## config.mk

```make
export PLATFORM = sky130hd
export DESIGN_NAME = multi_input_change_debouncer
export DESIGN_NICKNAME = d
export VERILOG_FILES = /design/src/sv/micd_pkg.sv /design/src/sv/multi_input_change_debouncer.sv /design/src/sv/micd_detect.sv
export VERILOG_INCLUDE_DIRS = /design/src /design/src/sv
export SDC_FILE = /design/constraint.sdc
export NUM_CORES = 1
export LEC_CHECK = 0
export ABC_AREA = 1
export BUFFER_PORTS_ARGS = -buffer_cell sky130_fd_sc_hd__buf_2
export CAP_MARGIN = 20
export CORE_MARGIN = 3
export CORE_UTILIZATION = 44
export CTS_CLUSTER_DIAMETER = 30
export DETAILED_ROUTE_END_ITERATION = 12
export MAX_ROUTING_LAYER = met4
export SYNTH_ARGS = -nofsm -noshare
export SYNTH_HDL_FRONTEND = slang
export SYNTH_SLANG_ARGS = --single-unit
```

## constraint.sdc

```tcl
create_clock -name clk -period 13.7 [get_ports clk]
set_input_delay 2.74 -clock clk [delete_from_list [all_inputs] [get_ports clk]]
set_output_delay 2.74 -clock clk [all_outputs]
set_load 0.005 [all_outputs]
```

## src/sv/multi_input_change_debouncer_macros.svh

```systemverilog
// Assertion macros for the multi-input change debouncer.
`ifndef MULTI_INPUT_CHANGE_DEBOUNCER_MACROS_SVH
`define MULTI_INPUT_CHANGE_DEBOUNCER_MACROS_SVH

`ifndef NO_ASSERTIONS
`define MICD_ASSERT_IMPLIES(label, clk, rst, ante, cons) \
  label: assert property (@(posedge clk) disable iff (rst) (ante) |-> (cons)) \
    else $error("debouncer check failed");
`define MICD_ASSERT_NEXT(label, clk, rst, ante, cons) \
  label: assert property (@(posedge clk) disable iff (rst) (ante) |=> (cons)) \
    else $error("debouncer check failed");
`else
`define MICD_ASSERT_IMPLIES(label, clk, rst, ante, cons)
`define MICD_ASSERT_NEXT(label, clk, rst, ante, cons)
`endif

`endif

```

## src/sv/micd_pkg.sv

```systemverilog
// Shared constants and types for the multi-input change debouncer.
`timescale 1ns / 1ps
`default_nettype none

package micd_pkg;

  localparam int MAX_CHIPS     = 4;
  localparam int BITS_PER_CHIP = 8;
  localparam int SCAN_W        = 32;
  localparam int SLOTS         = SCAN_W / BITS_PER_CHIP;
  localparam int IDX_W         = $clog2(SCAN_W);
  localparam int CFG_W         = 3;
  localparam int CODE_W        = 7;
  localparam int CNT_W         = 2;

  localparam logic [CFG_W-1:0] CHIPS_RESET   = CFG_W'(4);
  localparam logic [CNT_W-1:0] COUNT_MAX     = CNT_W'(3);
  localparam logic [CNT_W-1:0] CONFIRM_LIMIT = CNT_W'(2);

  typedef struct packed {
    logic             found;
    logic             rise;
    logic [IDX_W-1:0] idx;
  } change_t;

endpackage

`default_nettype wire

```

## src/sv/multi_input_change_debouncer.sv

```systemverilog
// Multi-input change debouncer: top level with handshake and debounce state.
//
// Usage:
//   Input channel (in_valid/in_ready, scan_bits): one request per scan of all
//   32 inputs. Output channel (out_valid/out_ready, event_code): exactly one
//   request per scan, +(n+1) for a confirmed rise of input n, -(n+1) for a
//   confirmed fall, 0 otherwise. Config channel (cfg_valid/cfg_ready, chips_in_use):
//   always ready; write only while the block is idle.
//   A scan accepted is registered in the input stage; its result is registered
//   in the output register. Throughput: one scan per cycle while the output is
//   not stalled; the change detect, priority encode and counter update are
//   combinational between the input stage and the output register.
//   Reset: chips_in_use = 4, accepted levels, pending code and count cleared,
//   both stages empty.
//   Stall: while the output register holds an untaken result, one more scan
//   is held in the input stage; after that in_ready drops until out_ready.
`timescale 1ns / 1ps
`default_nettype none

module multi_input_change_debouncer (
  input  wire logic                          clk,
  input  wire logic                          rst,
  input  wire logic                          in_valid,
  output      logic                          in_ready,
  input  wire logic [micd_pkg::SCAN_W-1:0]   scan_bits,
  output      logic                          out_valid,
  input  wire logic                          out_ready,
  output      logic signed [micd_pkg::CODE_W-1:0] event_code,
  input  wire logic                          cfg_valid,
  output      logic                          cfg_ready,
  input  wire logic [micd_pkg::CFG_W-1:0]    chips_in_use
);
  import micd_pkg::*;

  `include "multi_input_change_debouncer_macros.svh"

  logic                     stage_full;
  logic [SCAN_W-1:0]        stage_scan;
  logic [CFG_W-1:0]         chip_count;
  logic [SCAN_W-1:0]        accepted_levels;
  logic [SCAN_W-1:0]        accepted_levels_next;
  logic signed [CODE_W-1:0] pending_code;
  logic signed [CODE_W-1:0] pending_code_next;
  logic [CNT_W-1:0]         repeat_count;
  logic [CNT_W-1:0]         repeat_count_next;
  logic signed [CODE_W-1:0] emit_code;
  logic signed [CODE_W-1:0] code;
  logic [CODE_W-1:0]        code_mag;
  logic                     advance;
  change_t                  change;

  micd_detect u_detect (
    .scan            (stage_scan),
    .accepted_levels (accepted_levels),
    .chip_count      (chip_count),
    .change          (change)
  );

  assign advance   = stage_full && (!out_valid || out_ready);
  assign in_ready  = !stage_full || advance;
  assign cfg_ready = 1'b1;

  assign code_mag = CODE_W'(change.idx) + CODE_W'(1);
  assign code     = !change.found ? '0 :
                    (change.rise ? $signed(code_mag) : -$signed(code_mag));

  always_comb begin
    accepted_levels_next = accepted_levels;
    pending_code_next    = pending_code;
    repeat_count_next    = repeat_count;
    emit_code            = '0;
    if (change.found) begin
      if (code != pending_code) begin
        pending_code_next = code;
        repeat_count_next = '0;
      end else begin
        repeat_count_next = (repeat_count == COUNT_MAX) ? COUNT_MAX :
                            repeat_count + CNT_W'(1);
        if (repeat_count_next > CONFIRM_LIMIT) begin
          emit_code = code;
          accepted_levels_next[change.idx] = change.rise;
        end
      end
    end
  end

  always_ff @(posedge clk) begin
    if (rst) begin
      stage_full      <= 1'b0;
      out_valid       <= 1'b0;
      chip_count      <= CHIPS_RESET;
      accepted_levels <= '0;
      pending_code    <= '0;
      repeat_count    <= '0;
    end else begin
      if (cfg_valid) begin
        chip_count <= chips_in_use;
      end
      if (in_ready) begin
        stage_full <= in_valid;
      end
      if (advance) begin
        out_valid       <= 1'b1;
        accepted_levels <= accepted_levels_next;
        pending_code    <= pending_code_next;
        repeat_count    <= repeat_count_next;
      end else if (out_ready) begin
        out_valid <= 1'b0;
      end
    end
  end

  // payload registers
  always_ff @(posedge clk) begin
    if (in_valid && in_ready) begin
      stage_scan <= scan_bits;
    end
    if (advance) begin
      event_code <= emit_code;
    end
  end

  // a shown nonzero event is the confirmed pending code
  `MICD_ASSERT_IMPLIES(a_event_matches_state, clk, rst,
    out_valid && (event_code != '0),
    (repeat_count == COUNT_MAX) && (pending_code == event_code))

  // accepted levels move only together with a nonzero event
  `MICD_ASSERT_IMPLIES(a_levels_move_on_event, clk, rst,
    !$past(rst) && !$stable(accepted_levels),
    out_valid && (event_code != '0))

  // both stages full and stalled: no new scan taken, output held
  `MICD_ASSERT_NEXT(a_stall_holds, clk, rst,
    stage_full && out_valid && !out_ready,
    out_valid && stage_full && $stable(event_code))

endmodule

`default_nettype wire

```

## src/sv/micd_detect.sv

```systemverilog
// Masked change detect and highest-input priority encode.
`timescale 1ns / 1ps
`default_nettype none

module micd_detect (
  input  wire logic [micd_pkg::SCAN_W-1:0] scan,
  input  wire logic [micd_pkg::SCAN_W-1:0] accepted_levels,
  input  wire logic [micd_pkg::CFG_W-1:0]  chip_count,
  output micd_pkg::change_t                change
);
  import micd_pkg::*;

  logic [CFG_W:0]    eff_chips;
  logic [SCAN_W-1:0] mask;
  logic [SCAN_W-1:0] diff;

  // chip counts above the supported maximum act as the maximum
  assign eff_chips = ({1'b0, chip_count} > (CFG_W+1)'(MAX_CHIPS)) ?
                     (CFG_W+1)'(MAX_CHIPS) : {1'b0, chip_count};

  always_comb begin
    mask = '0;
    for (int c = 0; c < SLOTS; c++) begin
      mask[c*BITS_PER_CHIP +: BITS_PER_CHIP] =
        {BITS_PER_CHIP{((CFG_W+1)'(c) < eff_chips)}};
    end
  end

  assign diff = (scan ^ accepted_levels) & mask;

  // last hit wins: highest-numbered changed input
  always_comb begin
    change = '0;
    for (int k = 0; k < SCAN_W; k++) begin
      if (diff[k]) begin
        change.found = 1'b1;
        change.idx   = IDX_W'(k);
        change.rise  = scan[k];
      end
    end
  end

endmodule

`default_nettype wire

```

==> impl_metrics.env, run 1 <==
export IMPL_crit_type="reg2reg"
export IMPL_grt_max_degree=53
export IMPL_syn_avg_cell_area_um2=6.97
export IMPL_crit_reg2reg_launch="chip_count[2]"
export IMPL_fin_util_pct=50.3
export IMPL_finalNonFillerCells=933
export IMPL_place_inst=917
export IMPL_worstPathMaxFanout=35
export IMPL_cp_slowest_cell="nor2_4"
export IMPL_crit_arrival_ns=6.31
export IMPL_synth_area_top_cells="edfxtp_1 22%, dfxtp_1 18%, nand2_1 15%"
export IMPL_ys_seq_area_share_pct=40.2
export IMPL_endpoint_kind="flop"
export IMPL_drcViolationCount=0
export IMPL_cts_tree="yes"
export IMPL_die_y_um=115
export IMPL_antenna_found_initial=0
export IMPL_synth_ff_type="dfxtp_1"
export IMPL_rsz0062_at_grt="false"
export IMPL_period_needed_ns=6.08
export IMPL_worstPathRequired_ns=13.92
export IMPL_yosys_area_top_type="edfxtp_1"
export IMPL_grt_pass1_wl_um=20700
export IMPL_dieWidth_um=115
export IMPL_cellPowerDensity_mw_per_mm2=107
export IMPL_ir_worst_vdd_uv=62.2
export IMPL_reg2reg_depth=46
export IMPL_startpoint="chip_count[2]"
export IMPL_tns_ns=0
export IMPL_synth_seq_cells=85
export IMPL_netlist_area_mm2=0.00521
export IMPL_ys_warn_count=0
export IMPL_cap_violations=0
export IMPL_grt_usage_pct=20.1
export IMPL_post_dp_hpwl_um=8670
export IMPL_cts_made_buffers=9
export IMPL_synth_edf_count=39
export IMPL_vias=4806
export IMPL_cp_num_cells=46
export IMPL_synth_top_area_share_pct=22.5
export IMPL_drt_iter0_drc=318
export IMPL_diodes=0
export IMPL_grt_ovfl_total=0
export IMPL_clk_pin_slew_worst_paths_ns=0.06
export IMPL_die_area_mm2=0.0132
export IMPL_hold_slack_ns=0.471
export IMPL_insertion_delay_ns=0.35
export IMPL_core_area_mm2=0.0115
export IMPL_clock_sinks=85
export IMPL_critical_path_max_stage_delay_ns=0.73
export IMPL_area_growth_synth_to_final_pct=11.3
export IMPL_htreeDepth=3
export IMPL_ys_async_sr_fraction_pct=0
export IMPL_holdCritPathClass="reg2reg"
export IMPL_power_leakage_uw=0.00275
export IMPL_status="completed"
export IMPL_port_buffers=48
export IMPL_floorplan_initialDensity_pct=45.2
export IMPL_drive_gt1_share_pct=12.8
export IMPL_crit_end="pending_code[0]"
export IMPL_routed_wirelength_um=12200
export IMPL_clk_path_buf_depth=2
export IMPL_skew_ns=0.00575
export IMPL_first_global_vias=4535
export IMPL_r2r_end="pending_code[0]"
export IMPL_routedWlPerCell_um=13.1
export IMPL_finalSetupViolCount=0
export IMPL_crit_top_cell="nand2_1"
export IMPL_synth_nets=792
export IMPL_dr_pass1_iters=5
export IMPL_routabilityCongestion=0.830
export IMPL_fmax_ghz=0.164
export IMPL_slew_violations=0
export IMPL_synthCells=747
export IMPL_rows=39
export IMPL_hold_buffers=0
export IMPL_antenna_left=0
export IMPL_reg2reg_slack_ns=7.62
export IMPL_num_io_pins=50
export IMPL_hold_viol=0
export IMPL_fin_crit_sh_pct=44.4
export IMPL_crit_buf_inv=5
export IMPL_post_cts_resized=0
export IMPL_cpLargestDelayFamily="simple AND/OR/NAND/NOR gates"
export IMPL_layout_nets=830
export IMPL_cts_setup_buffers=0
export IMPL_via_per_inst=5.15
export IMPL_start_kind="flop"
export IMPL_relSlewSlack_pct=36.4
export IMPL_cts_root_buf="clkbuf_16"
export IMPL_ys_types=46
export IMPL_worst_pin_slew_ns=0.955
-- layout by cell type (no fill, tap or decap), types with 2 or more instances in the layout --
cell | Yosys | layout
inv_1 | 92 | 92
nand2_4 | 2 | 2
a21oi_1 | 50 | 50
a21boi_1 | 2 | 2
nand4_2 | 9 | 9
o21ai_0 | 16 | 16
clkbuf_8 | 0 | 2
nor2_4 | 2 | 2
o21ai_1 | 4 | 4
nand3b_1 | 2 | 2
or2_2 | 4 | 4
buf_2 | 6 | 48
edfxtp_1 | 39 | 39
clkbuf_1 | 11 | 4
nor3_1 | 11 | 11
a31oi_1 | 3 | 3
nor3_4 | 2 | 2
nand3_1 | 19 | 19
o21bai_1 | 2 | 2
clkinv_1 | 4 | 4
o21a_1 | 3 | 3
clkbuf_16 | 0 | 9
buf_4 | 3 | 3
inv_2 | 4 | 4
xor2_1 | 6 | 6
nor2_1 | 115 | 115
nand2_2 | 8 | 8
nand4_1 | 45 | 45
ha_1 | 5 | 5
dfxtp_1 | 46 | 46
nand2_1 | 212 | 212
nor2_2 | 3 | 3
-- cells in the mapped netlist (5+ instances only) --
| cell type | number |
|---|---|
| nand4_2 | 9 |
| inv_1 | 92 |
| nand2_1 | 212 |
| nand3_1 | 19 |
| xor2_1 | 6 |
| buf_2 | 6 |
| clkbuf_1 | 11 |
| nand2_2 | 8 |
| dfxtp_1 | 46 |
| o21ai_0 | 16 |
| edfxtp_1 | 39 |
| nor2_1 | 115 |
| nor3_1 | 11 |
| nand4_1 | 45 |
| ha_1 | 5 |
| a21oi_1 | 50 |
-- logic make-up after synthesis --
logic type / Yosys count / synth area share [%]
buffers and inverters: 125 / 9.77
AOI/OAI and AO/OA: 85 / 8.86
and+or+nand+nor: 439 / 38.8
xor gates and xnor gates: 7 / 1.18
other: 1 / 0.0720
adders and majority gates: 5 / 1.20
DFF: 85 / 40.2
-- cell type report --
class | count | area (um2)
clock buffers | 15 | 268
clock inverters | 1 | 5.00
repair buffers | 51 | 263
inverters | 101 | 382
well taps | 143 | 179
flip-flops and latches | 85 | 2090
fillers | 1158 | 5720
multi-input cells | 537 | 2610
-- how the worst min path moves through the flow --
stage	startpoint	end	slack (ns)	cells after the start
detailed placement	accepted_levels[13]	accepted_levels[13]	0.47	2
floorplan	accepted_levels[13]	accepted_levels[13]	0.44	2
CTS	accepted_levels[13]	accepted_levels[13]	0.47	2
global route	accepted_levels[13]	accepted_levels[13]	0.48	2
global placement	accepted_levels[13]	accepted_levels[13]	0.46	2
finish	accepted_levels[13]	accepted_levels[13]	0.47	2
-- per-stage QoR --
| stage | cell area [um2] | worst slack (ns) | power (uW) |
|---|---|---|---|
| 6_report | 5800 | 7.62 | 622 |
| 5_1_grt | 5800 | 6.85 | 654 |
| 4_1_cts | 5800 | 7.60 | 629 |
| 3_5_place_dp | 5520 | 7.64 | 400 |
| 3_3_place_gp | 5520 | 7.84 | 397 |
| 2_1_floorplan | 5210 | 8.07 | 372 |
-- worst register-to-register path, delay by kind of cell, from the launching register on --
family                     cells  cell delay, ns
and+or+nand+nor               29            3.06
AOI/OAI and AO/OA             10            1.24
DFF                            1            0.65
buffers and inverters          5            0.61
adders and majority gates      1            0.24
xor gates and xnor gates       1            0.14
-- sequential cells by signal, summed over array words and instances, names as in the netlist --
| register | count |
|---|---|
| stage_scan | 32 |
| stage_full | 1 |
| accepted_levels | 32 |
| chip_count | 3 |
| out_valid | 1 |
| pending_code | 7 |
| event_code | 7 |
| repeat_count | 2 |
-- metal layers --
layer	GRT usage (%)	up-vias	wire length, um
li1	-	2498	-
met1	24.7	2177	5780
met2	32.1	106	5560
met3	3.53	25	558
met4	9.70	0	340
met5	-	-	0
-- where the power goes --
| part | switching (uW) | internal, uW |
|---|---|---|
| clock network | 94.9 | 133 |
| logic | 77.6 | 35.0 |
| registers | 6.42 | 275 |
| total | 179 | 443 |
No activity file was read; power rests on OpenSTA's default activity.
==> run 2, diff against run 1 <==
- clock period: 13.7 -> 5.5 ns (I/O delays scaled with it)
==> run 2 against run 1 <==
Effect of this change: register-to-register slack lost 7.1 ns; flip-flop and latch count unchanged; setup slack got worse by 7.1 ns; clock power grew to 2.6 times the previous value; total power grew to 2.6 times the previous value; count of clock-buffer cells in the layout grew 1; cell area is 4.9% higher; largest cell class unchanged.
==> impl_metrics.env, run 2 (synthesis results as in run 1) <==
export IMPL_tns_ns=0
export IMPL_drcViolationCount=0
export IMPL_hold_viol=0
export IMPL_grt_ovfl_total=0
export IMPL_cts_root_buf="clkbuf_16"
export IMPL_antenna_left=0
export IMPL_via_per_inst=5.21
export IMPL_worstPathMaxFanout=9
export IMPL_cts_tree="yes"
export IMPL_min_from="accepted_levels[13]"
export IMPL_crit_type="reg2reg"
export IMPL_post_dp_hpwl_um=8690
export IMPL_fin_util_pct=52.8
export IMPL_ir_worst_vdd_uv=145
export IMPL_finalSetupViolCount=0
export IMPL_grt_pass1_wl_um=20800
export IMPL_p_total_uw=1610
export IMPL_num_io_pins=50
export IMPL_grt_max_degree=53
export IMPL_power_leakage_uw=0.00286
export IMPL_routedWlPerCell_um=13.6
export IMPL_reg2reg_depth=47
export IMPL_fmax_ghz=0.199
export IMPL_port_buffers=48
export IMPL_insertion_delay_ns=0.34
export IMPL_period_needed_ns=5.02
export IMPL_crit_arrival_ns=5.30
export IMPL_worstPathRequired_ns=5.78
export IMPL_skew_ns=0.00695
export IMPL_routed_wirelength_um=12900
export IMPL_htreeDepth=3
export IMPL_final_cell_mix="208 x nand2_1, 115 x nor2_1, 91 x inv_1, 49 x a21oi_1, 48 x buf_2"
export IMPL_drive_gt1_share_pct=16.1
export IMPL_clk_pin_slew_worst_paths_ns=0.06
export IMPL_relSlewSlack_pct=46.0
export IMPL_hold_slack_ns=0.475
export IMPL_critical_path_max_stage_delay_ns=0.33
export IMPL_start_kind="flop"
export IMPL_routabilityCongestion=0.881
export IMPL_min_to="accepted_levels[13]"
export IMPL_top_regs="accepted_levels: 32 flops, stage_scan: 32 flops"
export IMPL_crit_reg2reg_launch="chip_count[2]"
export IMPL_drt_iter0_drc=340
export IMPL_dieWidth_um=115
export IMPL_die_y_um=115
export IMPL_cp_slowest_cell="dfxtp_2"
export IMPL_reg2reg_slack_ns=0.48
export IMPL_floorplan_initialDensity_pct=45.2
export IMPL_fin_crit_sh_pct=91.3
export IMPL_r2r_end="accepted_levels[10]"
export IMPL_dr_pass1_iters=5
export IMPL_clk_path_buf_depth=2
export IMPL_dpl_instance_area_mm2=0.00557
export IMPL_cellPowerDensity_mw_per_mm2=265
export IMPL_status="completed"
export IMPL_rows=39
export IMPL_diodes=0
export IMPL_vias=4949
export IMPL_clock_sinks=85
export IMPL_layout_nets=847
export IMPL_hold_buffers=0
export IMPL_die_area_mm2=0.0132
export IMPL_cap_violations=0
export IMPL_holdCritPathClass="reg2reg"
export IMPL_grt_usage_pct=20.0
export IMPL_area_growth_synth_to_final_pct=16.7
export IMPL_first_global_vias=4517
export IMPL_antenna_found_initial=0
export IMPL_hold_depth=2
export IMPL_slew_violations=0
export IMPL_final_common_cell="nand2_1"
export IMPL_crit_top_cell="nand2_1"
export IMPL_core_area_mm2=0.0115
export IMPL_fillers=1131
export IMPL_worst_pin_slew_ns=0.809
export IMPL_endpoint_kind="flop"
export IMPL_cts_made_buffers=9
export IMPL_postLayoutCellArea_mm2=0.00608
==> run 2: cell types whose count changed in the layout (fill, tap and decap cells not counted), moves of 2 or more <==
cell | previous run | this run
clkbuf_8 | 2 | 4
nand2_2 | 8 | 11
ha_1 | 5 | 3
buf_12 | 0 | 2
nand2_1 | 212 | 208
clkbuf_16 | 9 | 11
buf_4 | 3 | 14
ha_4 | 0 | 2
==> run 2: timing repair <==
action / in CTS / in global routing
setup buffers: 0 / 9
resized for setup: 0 / 16
endpoints found under the setup margin: 0 / 47
==> run 2: critical path: cells and delay by family, from the launching register on <==
| family | cells | cell delay [ns] |
|---|---|---|
| fa+ha+maj | 1 | 0.27 |
| buf+inv | 7 | 0.65 |
| flops | 1 | 0.33 |
| compound gates | 8 | 0.81 |
| simple gates | 30 | 2.71 |
| xor+xnor | 1 | 0.16 |
==> run 2: layout make-up <==
type	instances	area, um2	share of cell area [%]
Sequential cell	85	2090	34.4
Clock buffer	16	292	4.80
Multi-Input combinational cell	538	2680	44.1
Tap cell	143	179	2.94
Inverter	101	388	6.38
Timing Repair Buffer	67	447	7.35
==> run 2: how the worst max path moves through the flow <==
stage | from | endpoint | slack [ns]
final | chip_count[2] | accepted_levels[10] | 0.48
after CTS | chip_count[1] | pending_code[1] | 0.13
after detailed placement | chip_count[1] | pending_code[5] | 0.19
after global routing | chip_count[2] | accepted_levels[29] | -0.03
after global placement | chip_count[1] | pending_code[0] | 0.37
after floorplan | chip_count[1] | accepted_levels[15] | 1.04
==> run 2: through the flow <==
stage / std cells / setup WS (ns)
floorplan: 747 / 1.04
global placement: 921 / 0.371
detailed placement: 921 / 0.191
CTS: 937 / 0.133
global route: 950 / -0.0339
finish: 950 / 0.480
==> run 2: routing by layer <==
metal	up-vias	part of all wire [%]	routed length, um	track usage, %
li1	2533	-	-	-
met1	2316	46	6010	24.9
met2	85	48	6260	33.0
met3	15	3.6	463	3.11
met4	0	1.6	208	7.12
met5	-	0	0	-
==> run 2: power breakdown <==
part | internal [uW] | switching (uW)
Combinational | 108 | 209
Sequential | 686 | 14.1
Clock | 356 | 236
Total | 1150 | 459
==> run 3, diff against run 2 <==
- PLACE_DENSITY_LB_ADDON: default -> 0.08
- SYNTH_HIERARCHICAL: default -> 1
- clock period: 5.5 -> 5.05 ns (I/O delays scaled with it)
==> run 3 against run 2 <==
Effect of this change: die area rose by 3.9%; global-route usage grew 0.60 points; first-iteration DRC count decreased by 27%; clock skew grew 0.0029 ns; synthesized cell count up 6.2%; critical path depth is 4 lower; critical endpoint is now accepted_levels[25]; largest cell class unchanged.
==> impl_metrics.env, run 3 <==
export IMPL_fin_crit_sh_pct=97.3
export IMPL_finalSetupViolCount=0
export IMPL_floorplan_initialDensity_pct=46.3
export IMPL_synth_nets=837
export IMPL_netlist_area_mm2=0.00542
export IMPL_routedWlPerCell_um=12.9
export IMPL_cts_tree="yes"
export IMPL_crit_type="reg2reg"
export IMPL_synth_top_area_share_pct=21.6
export IMPL_sw_frac_of_total_pct=29.7
export IMPL_worst_slack_ns=0.136
export IMPL_drive_gt1_share_pct=22.0
export IMPL_post_dp_hpwl_um=9450
export IMPL_fmax_ghz=0.204
export IMPL_drcViolationCount=0
export IMPL_synth_commonest_cells="227 x nand2_1, 160 x nor2_1, 116 x inv_1"
export IMPL_clock_sinks=85
export IMPL_ys_async_sr_fraction_pct=0
export IMPL_grt_pass1_wl_um=21500
export IMPL_ys_warn_count=6
export IMPL_synth_ff_type="dfxtp_1"
export IMPL_crit_arrival_ns=5.20
export IMPL_layout_nets=913
export IMPL_worstPathMaxFanout=7
export IMPL_rsz0062_at_grt="true"
export IMPL_area_growth_synth_to_final_pct=22.4
export IMPL_holdCritPathClass="reg2reg"
export IMPL_p_total_uw=1800
export IMPL_fillers=1106
export IMPL_dieWidth_um=117
export IMPL_clk_pin_slew_worst_paths_ns=0.06
export IMPL_fin_util_pct=56.7
export IMPL_p_seq_share_pct=42.4
export IMPL_crit_buf_inv=7
export IMPL_ir_worst_vdd_uv=268
export IMPL_port_buffers=48
export IMPL_synth_seq_cells=85
export IMPL_via_per_inst=4.90
export IMPL_yosys_area_top_type="edfxtp_1"
export IMPL_skew_ns=0.00982
export IMPL_vias=4981
export IMPL_crit_reg2reg_launch="chip_count[2]"
export IMPL_synth_edf_count=39
export IMPL_die_y_um=117
export IMPL_synthCells=793
export IMPL_clk_path_buf_depth=2
export IMPL_hold_depth=2
export IMPL_antenna_found_initial=0
export IMPL_antenna_left=0
export IMPL_crit_top_cell="nand2_1"
export IMPL_yosysMostFrequentCell="nand2_1"
export IMPL_clockPowerShare_pct=37.0
export IMPL_slew_violations=0
export IMPL_relSlewSlack_pct=30.2
export IMPL_status="completed"
export IMPL_r2r_end="accepted_levels[25]"
export IMPL_routabilityCongestion=0.874
export IMPL_first_global_vias=4593
export IMPL_hold_viol=0
export IMPL_preCtsSetupSlack_ns=-0.193
export IMPL_critical_path_max_stage_delay_ns=0.35
export IMPL_ys_types=43
export IMPL_min_to="repeat_count[0]"
export IMPL_power_switching_uw=535
export IMPL_worst_pin_slew_ns=1.05
export IMPL_ys_seq_area_share_pct=38.6
export IMPL_routed_wirelength_um=13200
export IMPL_htreeDepth=3
export IMPL_p_comb_share_pct=20.6
export IMPL_seqCellArea_mm2=0.00210
export IMPL_grt_usage_pct=20.6
export IMPL_cellPowerDensity_mw_per_mm2=271
export IMPL_reg2reg_depth=43
export IMPL_die_area_mm2=0.0137
export IMPL_start_kind="flop"
export IMPL_final_common_cell="nand2_1"
export IMPL_reg2reg_slack_ns=0.14
export IMPL_synth_area_top_cells="edfxtp_1 22%, dfxtp_1 17%, nand2_1 16%"
export IMPL_insertion_delay_ns=0.36
export IMPL_cts_made_buffers=9
export IMPL_min_from="repeat_count[0]"
export IMPL_top_regs="accepted_levels: 32 flops, stage_scan: 32 flops"
export IMPL_dr_pass1_iters=5
export IMPL_core_area_mm2=0.0117
export IMPL_cpLargestDelayFamily="simple AND/OR/NAND/NOR gates"
export IMPL_tns_ns=0
export IMPL_endpoint_kind="flop"
export IMPL_cts_root_buf="clkbuf_16"
export IMPL_p_int_uw=1260
export IMPL_final_cell_mix="216 x nand2_1, 150 x nor2_1, 115 x inv_1, 48 x buf_2, 44 x dfxtp_1"
export IMPL_grt_max_degree=44
export IMPL_drt_iter0_drc=248
export IMPL_cap_violations=0
export IMPL_power_leakage_uw=0.00347
export IMPL_period_needed_ns=4.91
export IMPL_cp_slowest_cell="dfxtp_4"
export IMPL_rows=39
export IMPL_syn_avg_cell_area_um2=6.84
export IMPL_diodes=0
export IMPL_hold_buffers=0
export IMPL_worstPathRequired_ns=5.34
export IMPL_multi_input_area_mm2=0.00294
export IMPL_num_io_pins=50
export IMPL_grt_ovfl_total=0
-- run 3: changes by cell type after synthesis, moves of 15 or more --
cell     change
nor2_1      +45
nand4_1     -36
inv_1       +24
a21oi_1     -20
nand4_2     +19
nand2_1     +15
-- run 3: how the worst max path moves through the flow --
stage,startpoint,to,slack [ns],cells after the start
after floorplan,chip_count[2],event_code[0],0.80,62
after global placement,chip_count[2],pending_code[4],-0.15,41
after detailed placement,chip_count[2],pending_code[4],-0.19,41
after CTS,chip_count[2],accepted_levels[20],0.009,42
after global routing,chip_count[2],accepted_levels[28],-0.52,63
final,chip_count[2],accepted_levels[25],0.14,43
-- run 3: power by group through the flow --
stage	registers (uW)	clock network (uW)	logic [uW]
after floorplan	772	0	233
after CTS	762	683	318
after detailed placement	777	0	316
after global placement	777	0	314
after global routing	765	711	417
final	763	664	371
-- run 3: timing repair --
action,CTS,global route
pin swaps,0,36
cloned,0,3
setup endpoints to repair,44,48
resized for setup,2,63
buffers inserted,0,18
-- run 3: metal layers --
| layer | GRT usage (%) | routed length (um) | vias up |
|---|---|---|---|
| li1 | - | - | 2634 |
| met1 | 27.7 | 6600 | 2235 |
| met2 | 31.6 | 5880 | 97 |
| met3 | 4.06 | 505 | 15 |
| met4 | 5.89 | 180 | 0 |
| met5 | - | 0 | - |
-- run 3: kinds of logic after synthesis --
family,synth area share [%]
other,0.0692
buffers and inverters,11.5
flip-flops,38.6
XOR/XNOR,0.323
adder cells (fa/ha/maj),0.923
AO/OA/AOI/OAI,7.94
AND/OR/NAND/NOR,40.6
-- run 3: area by class of cell --
| cell class | count | area share (%) |
|---|---|---|
| clock buffers | 10 | 3.45 |
| clock inverters | 6 | 0.961 |
| repair buffers | 86 | 9.67 |
| multi-input cells | 560 | 44.3 |
| inverters | 127 | 7.29 |
| flip-flops and latches | 85 | 31.6 |
| well taps | 143 | 2.70 |
-- run 3: through the flow --
stage	instances	hold WS, ns	instance area [um2]
floorplan	793	0.438	5420
global placement	980	0.451	5850
detailed placement	980	0.462	5850
CTS	996	0.470	6150
global route	1017	0.497	6640
finish	1017	0.468	6640
-- run 3: worst reg2reg max path, delay by kind of cell, from the launching register on --
family,cells,cell delay (ns)
AO/OA/AOI/OAI,10,1.12
adder cells (fa/ha/maj),1,0.32
buffers and inverters,7,0.67
flip-flops,1,0.35
AND/OR/NAND/NOR,25,2.40
